File: src/rtl/core/spqdk_pkg.sv
// shared op codes, status codes and field widths for the sorted priority queue
package spqdk_pkg;

   localparam logic [1:0] OP_INSERT = 2'd0;
   localparam logic [1:0] OP_POP    = 2'd1;
   localparam logic [1:0] OP_DECKEY = 2'd2;
   localparam logic [1:0] OP_CLEAR  = 2'd3;

   localparam logic [1:0] ST_OK      = 2'd0;
   localparam logic [1:0] ST_EMPTY   = 2'd1;
   localparam logic [1:0] ST_NOMATCH = 2'd2;
   localparam logic [1:0] ST_FULL    = 2'd3;

   localparam int FIELD_BITS = 16;
   localparam int OCC_BITS   = 5;

endpackage

File: src/rtl/core/spqdk_mem.sv
// entry storage: one synchronous memory, one write and one registered read port
module spqdk_mem #(
   parameter int DEPTH = 16,
   parameter int WIDTH = 32
) (
   input  logic                     clock,
   input  logic                     wr_en,
   input  logic [$clog2(DEPTH)-1:0] wr_addr,
   input  logic [WIDTH-1:0]         wr_data,
   input  logic [$clog2(DEPTH)-1:0] rd_addr,
   output logic [WIDTH-1:0]         rd_data
);

   logic [WIDTH-1:0] mem_ff [DEPTH];
   logic [WIDTH-1:0] rd_data_ff;

   always_ff @(posedge clock) begin
      if (wr_en) begin
         mem_ff[wr_addr] <= wr_data;
      end
      rd_data_ff <= mem_ff[rd_addr];
   end

   assign rd_data = rd_data_ff;

endmodule

File: src/rtl/core/sorted_priority_queue_decrease_key.sv
// sorted priority queue: one operation walks the entry memory slot by slot
// clear and the error cases go straight to the result; pop, insert and decrease-key
//   shift entries, bounded by the entry memory's single read and single write port
//   (each slot move first reads the slot, then writes it into its neighbour)
// throughput: one operation at a time; the next is taken once the queue is idle and the result register is free
// reset: synchronous, active high; empties the queue, memory contents are left as they are
module sorted_priority_queue_decrease_key
   import spqdk_pkg::*;
#(
   parameter int DEPTH     = 16,
   parameter int TAG_BITS  = 16,
   parameter int PRIO_BITS = 16
) (
   input  logic                  clock,
   input  logic                  reset,
   input  logic                  req_valid,
   output logic                  req_stall,
   input  logic [1:0]            req_op,
   input  logic [FIELD_BITS-1:0] req_tag,
   input  logic [FIELD_BITS-1:0] req_prio,
   output logic                  rsp_valid,
   input  logic                  rsp_stall,
   output logic [1:0]            rsp_status,
   output logic [FIELD_BITS-1:0] rsp_popped_tag,
   output logic [FIELD_BITS-1:0] rsp_front_tag,
   output logic [FIELD_BITS-1:0] rsp_front_prio,
   output logic [OCC_BITS-1:0]   rsp_occupancy,
   output logic                  rsp_empty_flag
);

   localparam int AW = $clog2(DEPTH);
   localparam int CW = $clog2(DEPTH + 1);
   localparam int EW = TAG_BITS + PRIO_BITS;

   typedef enum logic [6:0] {
      S_IDLE  = 7'b0000001,
      S_SCAN  = 7'b0000010,  // read slot, look for match or insert point
      S_LEFT  = 7'b0000100,  // shift entries down one (removal)
      S_RIGHT = 7'b0001000,  // shift entries up one (insertion)
      S_PLACE = 7'b0010000,
      S_FRONT = 7'b0100000,  // read slot zero for the result
      S_DONE  = 7'b1000000
   } state_type;

   state_type state_ff, state_in;
   logic [1:0] op_ff, op_in;
   logic [TAG_BITS-1:0] tag_ff, tag_in;
   logic [PRIO_BITS-1:0] prio_ff, prio_in;
   logic [CW-1:0] count_ff, count_in;
   logic [CW-1:0] idx_ff, idx_in;     // slot currently addressed
   logic [CW-1:0] pos_ff, pos_in;     // removal slot / insertion slot
   logic phase_ff, phase_in;          // 0 address issued, 1 data back
   logic dk_ff, dk_in;                // decrease-key, removal done, insert pending
   logic [1:0] status_ff, status_in;
   logic [TAG_BITS-1:0] popped_ff, popped_in;
   logic rv_ff, rv_in;
   logic [1:0] rs_ff, rs_in;
   logic [FIELD_BITS-1:0] rpop_ff, rpop_in, rft_ff, rft_in, rfp_ff, rfp_in;
   logic [OCC_BITS-1:0] rocc_ff, rocc_in;

   logic wr_en;
   logic [AW-1:0] wr_addr, rd_addr;
   logic [EW-1:0] wr_data, rd_data;
   logic [TAG_BITS-1:0] rd_tag;
   logic [PRIO_BITS-1:0] rd_prio;

   spqdk_mem #(.DEPTH(DEPTH), .WIDTH(EW)) u_mem (
      .clock(clock), .wr_en(wr_en), .wr_addr(wr_addr), .wr_data(wr_data),
      .rd_addr(rd_addr), .rd_data(rd_data)
   );

   assign rd_tag  = rd_data[EW-1:PRIO_BITS];
   assign rd_prio = rd_data[PRIO_BITS-1:0];

   assign req_stall = (state_ff != S_IDLE) || (rv_ff && rsp_stall);

   always_comb begin
      state_in = state_ff; op_in = op_ff; tag_in = tag_ff; prio_in = prio_ff;
      count_in = count_ff; idx_in = idx_ff; pos_in = pos_ff; phase_in = phase_ff;
      dk_in = dk_ff; status_in = status_ff; popped_in = popped_ff;
      rv_in = rv_ff && rsp_stall; rs_in = rs_ff; rpop_in = rpop_ff; rft_in = rft_ff;
      rfp_in = rfp_ff; rocc_in = rocc_ff;
      wr_en = 1'b0; wr_addr = idx_ff[AW-1:0]; wr_data = rd_data;
      rd_addr = idx_ff[AW-1:0];
      case (state_ff)
         S_IDLE: begin
            if (req_valid && !req_stall) begin
               op_in = req_op;
               tag_in = req_tag[TAG_BITS-1:0];
               prio_in = req_prio[PRIO_BITS-1:0];
               status_in = ST_OK; popped_in = '0; dk_in = 1'b0;
               idx_in = '0; phase_in = 1'b0;
               case (req_op)
                  OP_INSERT: begin
                     if (count_ff == CW'(DEPTH)) begin
                        status_in = ST_FULL; state_in = S_FRONT;
                     end else begin
                        state_in = S_SCAN;
                     end
                  end
                  OP_POP: begin
                     if (count_ff == '0) begin
                        status_in = ST_EMPTY; state_in = S_FRONT;
                     end else begin
                        pos_in = '0; state_in = S_SCAN;
                     end
                  end
                  OP_DECKEY: begin
                     if (count_ff == '0) begin
                        status_in = ST_EMPTY; state_in = S_FRONT;
                     end else begin
                        state_in = S_SCAN;
                     end
                  end
                  default: begin
                     count_in = '0; state_in = S_FRONT;
                  end
               endcase
            end
         end
         S_SCAN: begin
            if (!phase_ff) begin
               if (idx_ff == count_ff) begin
                  // ran off the end
                  if (op_ff == OP_DECKEY && !dk_ff) begin
                     status_in = ST_NOMATCH; state_in = S_FRONT;
                  end else begin
                     pos_in = idx_ff; idx_in = count_ff; state_in = S_RIGHT;
                  end
               end else begin
                  phase_in = 1'b1;
               end
            end else begin
               phase_in = 1'b0;
               if (op_ff == OP_POP) begin
                  popped_in = rd_tag; pos_in = '0; idx_in = '0; state_in = S_LEFT;
               end else if (op_ff == OP_DECKEY && !dk_ff) begin
                  if (rd_tag == tag_ff && rd_prio > prio_ff) begin
                     pos_in = idx_ff; state_in = S_LEFT;
                  end else begin
                     idx_in = idx_ff + 1'b1;
                  end
               end else if (rd_prio > prio_ff) begin
                  pos_in = idx_ff; idx_in = count_ff; state_in = S_RIGHT;
               end else begin
                  idx_in = idx_ff + 1'b1;
               end
            end
         end
         S_LEFT: begin
            // move slot idx+1 into idx until the tail
            if (!phase_ff) begin
               if (idx_ff + 1'b1 >= count_ff) begin
                  count_in = count_ff - 1'b1;
                  if (op_ff == OP_DECKEY) begin
                     dk_in = 1'b1; idx_in = '0; state_in = S_SCAN;
                  end else begin
                     state_in = S_FRONT;
                  end
               end else begin
                  rd_addr = AW'(idx_ff + 1'b1); phase_in = 1'b1;
               end
            end else begin
               wr_en = 1'b1; wr_addr = idx_ff[AW-1:0];
               idx_in = idx_ff + 1'b1; phase_in = 1'b0;
            end
         end
         S_RIGHT: begin
            // move slot idx-1 into idx down to the insertion slot
            if (!phase_ff) begin
               if (idx_ff == pos_ff) begin
                  state_in = S_PLACE;
               end else begin
                  rd_addr = AW'(idx_ff - 1'b1); phase_in = 1'b1;
               end
            end else begin
               wr_en = 1'b1; wr_addr = idx_ff[AW-1:0];
               idx_in = idx_ff - 1'b1; phase_in = 1'b0;
            end
         end
         S_PLACE: begin
            wr_en = 1'b1; wr_addr = pos_ff[AW-1:0]; wr_data = {tag_ff, prio_ff};
            count_in = count_ff + 1'b1; state_in = S_FRONT;
         end
         S_FRONT: begin
            rd_addr = '0; state_in = S_DONE;
         end
         S_DONE: begin
            if (!rv_ff || !rsp_stall) begin
               rv_in = 1'b1; rs_in = status_ff;
               rpop_in = FIELD_BITS'(popped_ff);
               rft_in = (count_ff == '0) ? '0 : FIELD_BITS'(rd_tag);
               rfp_in = (count_ff == '0) ? '0 : FIELD_BITS'(rd_prio);
               rocc_in = OCC_BITS'(count_ff);
               state_in = S_IDLE;
            end
         end
         default: state_in = S_IDLE;
      endcase
   end

   always_ff @(posedge clock) begin
      if (reset) begin
         state_ff <= S_IDLE; count_ff <= '0; rv_ff <= 1'b0;
         phase_ff <= 1'b0; dk_ff <= 1'b0;
      end else begin
         state_ff <= state_in; count_ff <= count_in; rv_ff <= rv_in;
         phase_ff <= phase_in; dk_ff <= dk_in;
      end
      op_ff <= op_in; tag_ff <= tag_in; prio_ff <= prio_in; idx_ff <= idx_in;
      pos_ff <= pos_in; status_ff <= status_in; popped_ff <= popped_in;
      rs_ff <= rs_in; rpop_ff <= rpop_in; rft_ff <= rft_in; rfp_ff <= rfp_in;
      rocc_ff <= rocc_in;
   end

   assign rsp_valid      = rv_ff;
   assign rsp_status     = rs_ff;
   assign rsp_popped_tag = rpop_ff;
   assign rsp_front_tag  = rft_ff;
   assign rsp_front_prio = rfp_ff;
   assign rsp_occupancy  = rocc_ff;
   assign rsp_empty_flag = (rocc_ff == '0);

endmodule

File: config.mk
export PLATFORM = sky130hd
export DESIGN_NAME = sorted_priority_queue_decrease_key
export DESIGN_NICKNAME = d
export VERILOG_FILES = /design/src/rtl/core/spqdk_pkg.sv /design/src/rtl/core/spqdk_mem.sv /design/src/rtl/core/sorted_priority_queue_decrease_key.sv
export SDC_FILE = /design/constraint.sdc
export NUM_CORES = 1
export LEC_CHECK = 0
export ABC_AREA = 1
export BUFFER_PORTS_ARGS = -buffer_cell sky130_fd_sc_hd__clkbuf_2
export CAP_MARGIN = 20
export CELL_PAD_IN_SITES_DETAIL_PLACEMENT = 0
export CELL_PAD_IN_SITES_GLOBAL_PLACEMENT = 1
export CORE_MARGIN = 4
export CORE_UTILIZATION = 50
export CTS_CLUSTER_DIAMETER = 40
export CTS_CLUSTER_SIZE = 28
export DETAILED_ROUTE_END_ITERATION = 8
export HOLD_SLACK_MARGIN = 0.1
export PLACE_DENSITY_LB_ADDON = 0.1
export SYNTH_ARGS = -nofsm -noshare
export SYNTH_HDL_FRONTEND = slang
export SYNTH_SLANG_ARGS = --single-unit
File: constraint.sdc
create_clock -name clock -period 5.6 [get_ports clock]
set_clock_uncertainty 0.15 [all_clocks]
set_input_delay 0.56 -clock clock [delete_from_list [all_inputs] [get_ports clock]]
set_output_delay 0.56 -clock clock [all_outputs]
set_load 0.005 [all_outputs]
======== Word level (Yosys, flattened, before mapping) ========
Memory sizes are Yosys's and may differ from the RTL's. A register that Yosys moved wholly into a read port is not among the register bits.
Index checks and enable logic that the tools add are counted.
word-level totals
  output and inout bits ................... 58
  register bits after elaboration ......... 132
  RAM bits ................................ 512
  memories kept ........................... 1
memories
  name          words  width  read ports  clocked after Yosys merged registers in  write ports  line             source
  u_mem.mem_ff  16     32     1           1                                        1            spqdk_mem.sv:14  logic [WIDTH-1:0] mem_ff [DEPTH];
operators by class
  mux-type cells .......................... 84
  reductions and logical operators ........ 30
  $lt $le $gt $ge ......................... 2
  eq/ne operators ......................... 40
  $add $sub $neg .......................... 4
operators with widths
  kind                                                            number
  5-bit two-way mux                                               26
  7-bit two-way mux                                               12
  7-bit case mux with 7 select lines                              1
  16-bit two-way mux                                              3
  32-bit two-way mux                                              1
  16-bit case mux with 2 select lines                             1
  2-bit inequality test (second input constant)                   15
  6-bit two-way mux                                               4
  4-bit two-way mux                                               5
  5-bit case mux with 4 select lines                              1
  16-bit equality test                                            1
  16-bit greater-than comparator                                  1
  1-bit two-way mux                                               16
  8-bit AND reduction                                             2
  5-bit case mux with 3 select lines                              1
  5-bit AND reduction                                             3
  7-bit case mux with 2 select lines                              1
  3-bit inequality test (second input constant)                   4
  4-bit case mux with 3 select lines                              1
  5-bit by 1-bit adder with 5-bit output (second input constant)  2
  5-bit equality test                                             2
  5-bit logical NOT                                               2
  2-bit two-way mux                                               5
  5-bit inequality test (second input constant)                   2
  other kinds (31)                                                48

======== Depth between registers and ports, before layout ========
Gate-level depths: netlist (run 1).
  depth in word-level cells ............... 7
  gate-level depth with buffers ........... 22

======== Cells and area by module ========
From an unflattened synthesis (run 1), not the netlist that was laid out.
unflattened totals
  cells, all modules ...................... 2848
  area, all modules ....................... 29558.3 um^2
modules (own cells, without submodules)
  module                              cells each  area an instance (um^2)  times used  sequential area each (um^2)
  spqdk_mem                           2120        22730.6                  1           16015.4
  sorted_priority_queue_decrease_key  728         6827.8                   1           3813.7

======== Least setup slack after synthesis (run 1) ========
Ideal clock, no wire load.
  path type ............................... input -> register
  start point ............................. input rsp_stall
  end point ............................... register rfp_ff[0] (netlist: rsp_front_prio[0]) (enable)
  required time ........................... 4.982 ns
  setup slack ............................. 1.967 ns
  buffers on the path ..................... 0
  data arrival time ....................... 3.015 ns
  stages on the path ...................... 3
  cell sequence ........................... nand2_1 -> inv_1 -> nor2_1
between the ends
  longest elaborated chain between the ends .. 3
RTL lines
  what                           line                                       source
  start: declaration             sorted_priority_queue_decrease_key.sv:22   input logic rsp_stall,
  1-bit logical NOT              sorted_priority_queue_decrease_key.sv:189  if (!rv_ff || !rsp_stall) begin
  1-bit logical OR               sorted_priority_queue_decrease_key.sv:189
  2-bit AND reduction (no line)  --
  end signal: assignment         sorted_priority_queue_decrease_key.sv:212  rs_ff <= rs_in; rpop_ff <= rpop_in; rft_ff <= rft_in; rfp_ff <= rfp_in;
  end: declaration               sorted_priority_queue_decrease_key.sv:58   logic [FIELD_BITS-1:0] rpop_ff, rpop_in, rft_ff, rft_in, rfp_ff, rfp_in;
No other way between the ends.
A chain may end at the register's enable or synchronous reset.

======== Worst setup path after layout (run 1) ========
  start point ............................. register idx_ff[0]
  end point ............................... register u_mem.rd_data_ff[27] (netlist: u_mem.rd_data[27]), read port of u_mem.mem_ff
between the ends
  longest elaborated chain between the ends .. 5
  elaborated cells between the ends (all ways) .. 9
RTL lines
  what                                    line                                       source
  start: declaration                      sorted_priority_queue_decrease_key.sv:50   logic [CW-1:0] idx_ff, idx_in;
  start signal: assignment                sorted_priority_queue_decrease_key.sv:210  op_ff <= op_in; tag_ff <= tag_in; prio_ff <= prio_in; idx_ff <= idx_in;
  5-bit by 1-bit adder with 5-bit output  sorted_priority_queue_decrease_key.sv:153  if (idx_ff + 1'b1 >= count_ff) begin
  5-bit >= comparator                     sorted_priority_queue_decrease_key.sv:153
  4-bit two-way mux                       sorted_priority_queue_decrease_key.sv:153
  4-bit two-way mux                       sorted_priority_queue_decrease_key.sv:152  if (!phase_ff) begin
  4-bit case mux with 3 select lines *    sorted_priority_queue_decrease_key.sv:85   case (state_ff)
  end: declaration                        spqdk_mem.sv:15                            logic [WIDTH-1:0] rd_data_ff;
Mark *: on every way between the ends. The rest lies on a longest branch, timed or not.

==> flow_summary.yaml, run 1 <==
run_status:
  outcome: "finished clean"
synth:
  synth_top_family_by_area: "simple AND/OR/NAND/NOR gates"
  synth_mux_area_frac: 0
  synth_edf_count: 629
  synth_compound_area_frac: 0.0201
  syn_area_sq_um: 29400
  synth_xor_area_frac: 0.00595
  async_flop_share: 0
  synth_cells: 2812
  yosysTopAreaCellShare: 0.642
  synth_fa_ha_area_frac: 0.0134
  ys_seq_elements: 676
  synth_ff_type: "edfxtp_1"
  ys_warn_count: 0
  ys_seq_area_frac: 0.674
  synth.distinct_cells: 41
  synth-simple-area-share: 0.212
  yosys-top-cells-area: "edfxtp_1 (64%), nand3_1 (10%), nand2_1 (9.0%)"
  syn-num-nets: 2881
  postSynthAreaPerCell_sq_um: 10.5
  yosysTopAreaCell: "edfxtp_1"
power:
  power_density_nw_per_um2: 579
  total_power_w: 0.0202
  p_leak_nw: 14.8
  ir_worst_vdd_v: 0.000479
floorplan:
  ios: 96
  start_util: 0.507
  core_sq_um: 58000
  dieArea_sq_um: 62800
  rows: 88
  die_w_um: 251
  die_h_um: 251
timing:
  fmax_ghz: 0.225
  period_needed_ps: 4440
  fin_tns_setup_ps: 0
  rsz0062_at_grt: "false"
  timing.hold.ws_ps: 266
  worst_slew_pin_slew_ps: 1080
  finalSetupViolCount: 0
  hold_viol: 0
  finalMaxSlewViolations: 0
  max-slew-margin-rel: 0.276
  post-route-period-util: 0.793
worst_setup_path:
  cpPeakStageDelay_ps: 560
  crit_type: "register to register"
  worst-r2r-cell-count: 19
  slowest_stage: "edfxtp_1"
  crit_chain: "ha_1 -> nand3_1 -> xor2_1 -> inv_1 -> ha_1 -> a21oi_1 -> nand2_1 -> nor2_1 -> nand3_1 -> nand2_1 -> nand2_8 -> nand2_8 -> buf_12 -> nand2_1 -> nand2_1 -> nand2_1 -> nand3_1 -> nand3_1 -> nand2_1"
  crit_fanout: 98
  startpoint_type: "register"
  required_ps: 6030
  crit_top_cell: "nand2_1"
  cp-end-kind: "register"
  arrival_ps: 4870
global_routing:
  grt_pass1_wl_mm: 119
  grt_max_degree: 112
  grt_overflow: 0
  grt_pass1_vias: 19800
  grt_antenna_before_repair: 1
  grt_use_total: 0.244
cts:
  post_cts_buffers: 0
  cts_tree: "yes"
  clk_pin_slew_worst_paths_ps: 50
  clock_sinks: 676
  cts_max_level: 3
  cts_made_buffers: 101
  cts_resized: 0
  clock_latency_ps: 640
  clock_path_buffers: 3
  cts_root_buffer: "clkbuf_16"
place:
  place.gp.congestion: 0.893
  numPortBuffers: 95
  dpl.hpwl_mm: 43.5
route:
  drtAntennaViolNets: 0
  dr.first_iter.drc_count: 2054
  drt_first_pass_iters: 6
  drt_wl_total_mm: 77.8
  drc: 0
  num_vias: 20600
  wl_per_cell_um: 20.3
  via_per_inst: 5.38
layout:
  area_growth_pct: 18.7
  drive_gt1_frac: 0.125
  fin_nets: 3043
  num_antenna_cells: 0
min_path:
  hold_path.class: "register to register"
  whs_path_depth: 0
run:
  cap_violations: 0
-- cell usage in the layout, fill, tap and decap left out, types with 5 or more instances in the layout --
| master | n |
|---|---|
| nand3_1 | 607 |
| clkinv_4 | 8 |
| inv_8 | 5 |
| bufinv_16 | 16 |
| inv_1 | 382 |
| clkinvlp_4 | 13 |
| dfxtp_1 | 47 |
| buf_4 | 63 |
| buf_12 | 9 |
| a21oi_1 | 27 |
| ha_1 | 30 |
| inv_6 | 13 |
| o21ai_0 | 55 |
| nor2_4 | 19 |
| clkinv_1 | 8 |
| o21ai_1 | 7 |
| inv_2 | 8 |
| clkbuf_1 | 11 |
| dlygate4sd3_1 | 37 |
| nor2_1 | 68 |
| clkbuf_16 | 103 |
| nand2_1 | 707 |
| xor2_1 | 12 |
| nand4_1 | 6 |
| clkinv_2 | 13 |
| nor3_1 | 14 |
| clkbuf_2 | 95 |
| xnor2_1 | 8 |
| edfxtp_1 | 629 |
-- synth_stat cells (4+ instances only) --
master    count
o21ai_0      61
xnor2_1       8
clkbuf_1     19
nor3_1       14
nor2_1       86
buf_1        11
a21oi_1      28
o22ai_1       4
nand2_2       7
inv_2        10
nand3_1     607
edfxtp_1    629
ha_1         30
buf_4        11
inv_1       382
nand4_1       6
xor2_1       12
dfxtp_1      47
buf_2       103
nand2_1     708
o211ai_1      4
-- cell families after synthesis --
logic type	count (synthesis)
xor+xnor	20
compound gates	109
fa+ha+maj	31
simple gates	1436
buf+inv	540
flops	676
-- metrics by stage --
step                       util  instances  cell area, sq um  worst slack (ps)
after detailed placement  0.534       3596             31000              1190
after CTS                 0.602       3823             34900              1180
after global routing      0.602       3826             34900               746
after global placement    0.534       3595             31000              1210
final                     0.602       3826             34900              1160
after floorplan               -       2812             29400              1970
-- worst max-delay path, delay by kind of cell (launching register included) --
kind	cells	cell delay, ps
simple gates	13	2090
compound gates	1	190
fa+ha+maj	2	600
flops	1	560
buf+inv	2	530
xor+xnor	1	150
-- final timing paths --
check,startpoint,end,slack (ps)
worst max-delay path,idx_ff[0],u_mem.rd_data[27],1160
worst min register to register,popped_ff[14],rsp_popped_tag[14],270
worst min-delay path,popped_ff[14],rsp_popped_tag[14],270
worst max register to register,idx_ff[0],u_mem.rd_data[27],1160
-- report_power, final --
group | switching [W] | leakage, nW | internal (W)
logic | 0.00479 | 6.95 | 0.00195
clock network | 0.00238 | 1.71 | 0.00416
registers | 0.000336 | 6.11 | 0.00664
total | 0.00750 | 14.8 | 0.0127
-- flip-flops by register name (all words and copies together), names as in the netlist --
| signal | cells |
|---|---|
| u_mem.mem_ff | 512 |
| u_mem.rd_data | 32 |
| popped_ff | 16 |
| prio_ff | 16 |
| rsp_front_prio | 16 |
| rsp_front_tag | 16 |
| rsp_popped_tag | 16 |
| tag_ff | 16 |
| state_ff | 7 |
| count_ff | 5 |
| idx_ff | 5 |
| pos_ff | 5 |
| rsp_occupancy | 5 |
| op_ff | 2 |
| rsp_status | 2 |
| status_ff | 2 |
| dk_ff | 1 |
| phase_ff | 1 |
| rsp_valid | 1 |
-- repair_timing --
item	in CTS	in global routing
setup endpoints to repair	0	0
hold buffers	37	0
hold endpoints to repair	41	0
-- layout make-up --
type	instances	area, sq um
fillers	4723	23100
flip-flops and latches	676	19800
multi-input cells	1596	7590
clock buffers	115	2630
repair buffers	206	1520
inverters	393	1480
well taps	765	957
clock inverters	75	928
-- layer usage --
layer / routed length (um) / global-route usage / up-vias
li1: - / - / 9813
met1: 33500 / 0.341 / 9977
met2: 37300 / 0.399 / 672
met3: 5020 / 0.0374 / 138
met4: 1890 / 0.0770 / 2
met5: 13 / 0 / -
Note: power is estimated with default switching activity, not from simulation.
==> run 2, diff against run 1 <==
--- a/config.mk
+++ b/config.mk
@@ -11,7 +11,7 @@
 export CELL_PAD_IN_SITES_DETAIL_PLACEMENT = 0
 export CELL_PAD_IN_SITES_GLOBAL_PLACEMENT = 1
 export CORE_MARGIN = 4
-export CORE_UTILIZATION = 50
+export CORE_UTILIZATION = 45
 export CTS_CLUSTER_DIAMETER = 40
 export CTS_CLUSTER_SIZE = 28
 export DETAILED_ROUTE_END_ITERATION = 8
==> constraint.sdc (replaced) <==
create_clock -name clock -period 4 [get_ports clock]
set_clock_uncertainty 0.15 [all_clocks]
set_input_delay 0.4 -clock clock [delete_from_list [all_inputs] [get_ports clock]]
set_output_delay 0.4 -clock clock [all_outputs]
set_load 0.005 [all_outputs]
==> run 2 against run 1 <==
Effect of this change:
- via count is 0.43% lower
- global-route usage fell by 1.8 points
- combinational power grew 46%
- sequential share of layout area is 1.2 points lower
- count of clock-buffer cells in the layout rose by 6
- die area up 11%
- non-clock buffer count grew 24
- cell area up 2.1%
- setup slack got worse by 630 ps
- cell count up 3.1%
- wire length increased by 3.1%
==> flow_summary.yaml, run 2 (synthesized netlist as in run 1, its figures left out) <==
power:
  power_density_nw_per_um2: 812
  p_leak_nw: 15.1
  ir_worst_vdd_v: 0.000600
worst_setup_path:
  crit_fanout: 100
  crit_top_cell: "nand3_1"
  startpoint_type: "register"
  crit_chain: "ha_1 -> nand3_1 -> xor2_1 -> inv_1 -> ha_1 -> nand2_1 -> nor2_1 -> and2_1 -> nor2_1 -> nand3_1 -> nand2_1 -> nand2_8 -> buf_12 -> nand3_1 -> nand3_1 -> nand3_1 -> nand3_1 -> nand2_1"
  cp-end-kind: "register"
  cp_num_buf_inv: 2
  required_ps: 4400
  cpLargestDelayFamily: "simple AND/OR/NAND/NOR gates"
  crit_type: "register to register"
  slowest_stage: "edfxtp_1"
  arrival_ps: 3870
  cpPeakStageDelay_ps: 500
layout:
  final_common_cell: "nand2_1"
  seqCellArea_sq_um: 19800
  nFillCells: 5620
  largest_reg_flops: 512
  fin_nets: 3069
  fin_area_sq_um: 35700
  num_antenna_cells: 0
  multiInputGateArea_sq_um: 7600
  drive_gt1_frac: 0.133
  area_growth_pct: 21.3
  layout_common_cells: "nand2_1 (706), edfxtp_1 (629), nand3_1 (607)"
  postLayoutCoreUtil: 0.553
  regMostFlops: "u_mem.mem_ff"
cts:
  cts_root_buffer: "clkbuf_16"
  cts_tree: "yes"
  clock_sinks: 676
  cts_max_level: 3
  clock_latency_ps: 660
  clk_pin_slew_worst_paths_ps: 50
  post_cts_buffers: 0
  clock_path_buffers: 3
  cts_made_buffers: 103
timing:
  period_needed_ps: 3470
  fin_tns_setup_ps: 0
  fin_ws_ps: 525
  rsz0062_at_grt: "false"
  finalSetupViolCount: 0
  timing.hold.ws_ps: 265
  finalMaxSlewViolations: 0
  hold_viol: 0
  worst_slew_pin_slew_ps: 882
  max-slew-margin-rel: 0.408
  fmax_ghz: 0.288
  post-route-period-util: 0.869
global_routing:
  grt_pass1_wl_mm: 121
  grt_antenna_before_repair: 0
  grt_overflow: 0
  grt_pass1_vias: 19800
  grt_max_degree: 101
  grt_use_total: 0.226
floorplan:
  die_w_um: 264
  dieArea_sq_um: 69600
  start_util: 0.456
  ios: 96
  core_sq_um: 64600
  die_h_um: 264
  rows: 93
place:
  place.gp.congestion: 0.864
  dpl_worst_slack_ps: 578
  numPortBuffers: 95
  dpl.hpwl_mm: 44.2
  dpl_cell_area_sq_um: 31600
run_status:
  outcome: "finished clean"
min_path:
  hold_path.class: "register to register"
route:
  num_vias: 20500
  via_per_inst: 5.20
  drt_wl_total_mm: 80.2
  dr.first_iter.drc_count: 1790
  drc: 0
  wl_per_cell_um: 20.3
  drt_first_pass_iters: 7
  drtAntennaViolNets: 0
run:
  cap_violations: 0
run 2: layout make-up:
class,instances,share of cell area
Clock buffer,121,0.0758
Clock inverter,74,0.0286
Inverter,393,0.0414
Multi-Input combinational cell,1596,0.213
Sequential cell,676,0.556
Tap cell,855,0.0300
Timing Repair Buffer,230,0.0559
run 2: routing by layer:
layer  vias up  GRT usage  part of all wire
met5         -          0                 0
met4         0     0.0658             0.026
met3       135     0.0384             0.058
met2       608      0.371              0.47
met1      9919      0.313              0.45
li1       9851          -                 -
run 2: metrics by stage:
stage	power (W)	cells
after CTS	0.0292	3945
final	0.0290	3945
after global placement	0.0195	3712
after floorplan	0.0161	2812
after detailed placement	0.0196	3712
after global routing	0.0306	3945
run 2: worst reg2reg max path, stage by stage, from the launching register on:
cell	delay [ps]
edfxtp_1	500
ha_1	250
nand3_1	100
xor2_1	150
inv_1	90
ha_1	300
nand2_1	70
nor2_1	130
and2_1	140
nor2_1	50
nand3_1	130
nand2_1	180
nand2_8	160
buf_12	350
nand3_1	290
nand3_1	100
nand3_1	90
nand3_1	130
nand2_1	60
run 2: timing repair:
item | 4_1_cts | 5_1_grt
hold endpoints to repair | 48 | 0
resized for setup | 0 | 0
hold buffers | 38 | 0
run 2: final timing paths:
check / depth (start not counted) / start / slack [ps] / end
min reg2reg: 0 / status_ff[0] / 270 / rsp_status[0]
max: 18 / idx_ff[1] / 530 / u_mem.rd_data[4]
min: 0 / status_ff[0] / 270 / rsp_status[0]
max reg2reg: 18 / idx_ff[1] / 530 / u_mem.rd_data[4]
run 2: where the power goes:
| group | switching [W] | internal, W |
|---|---|---|
| Sequential | 0.000423 | 0.00929 |
| Combinational | 0.00679 | 0.00302 |
| Clock | 0.00351 | 0.00595 |
| Total | 0.0107 | 0.0183 |
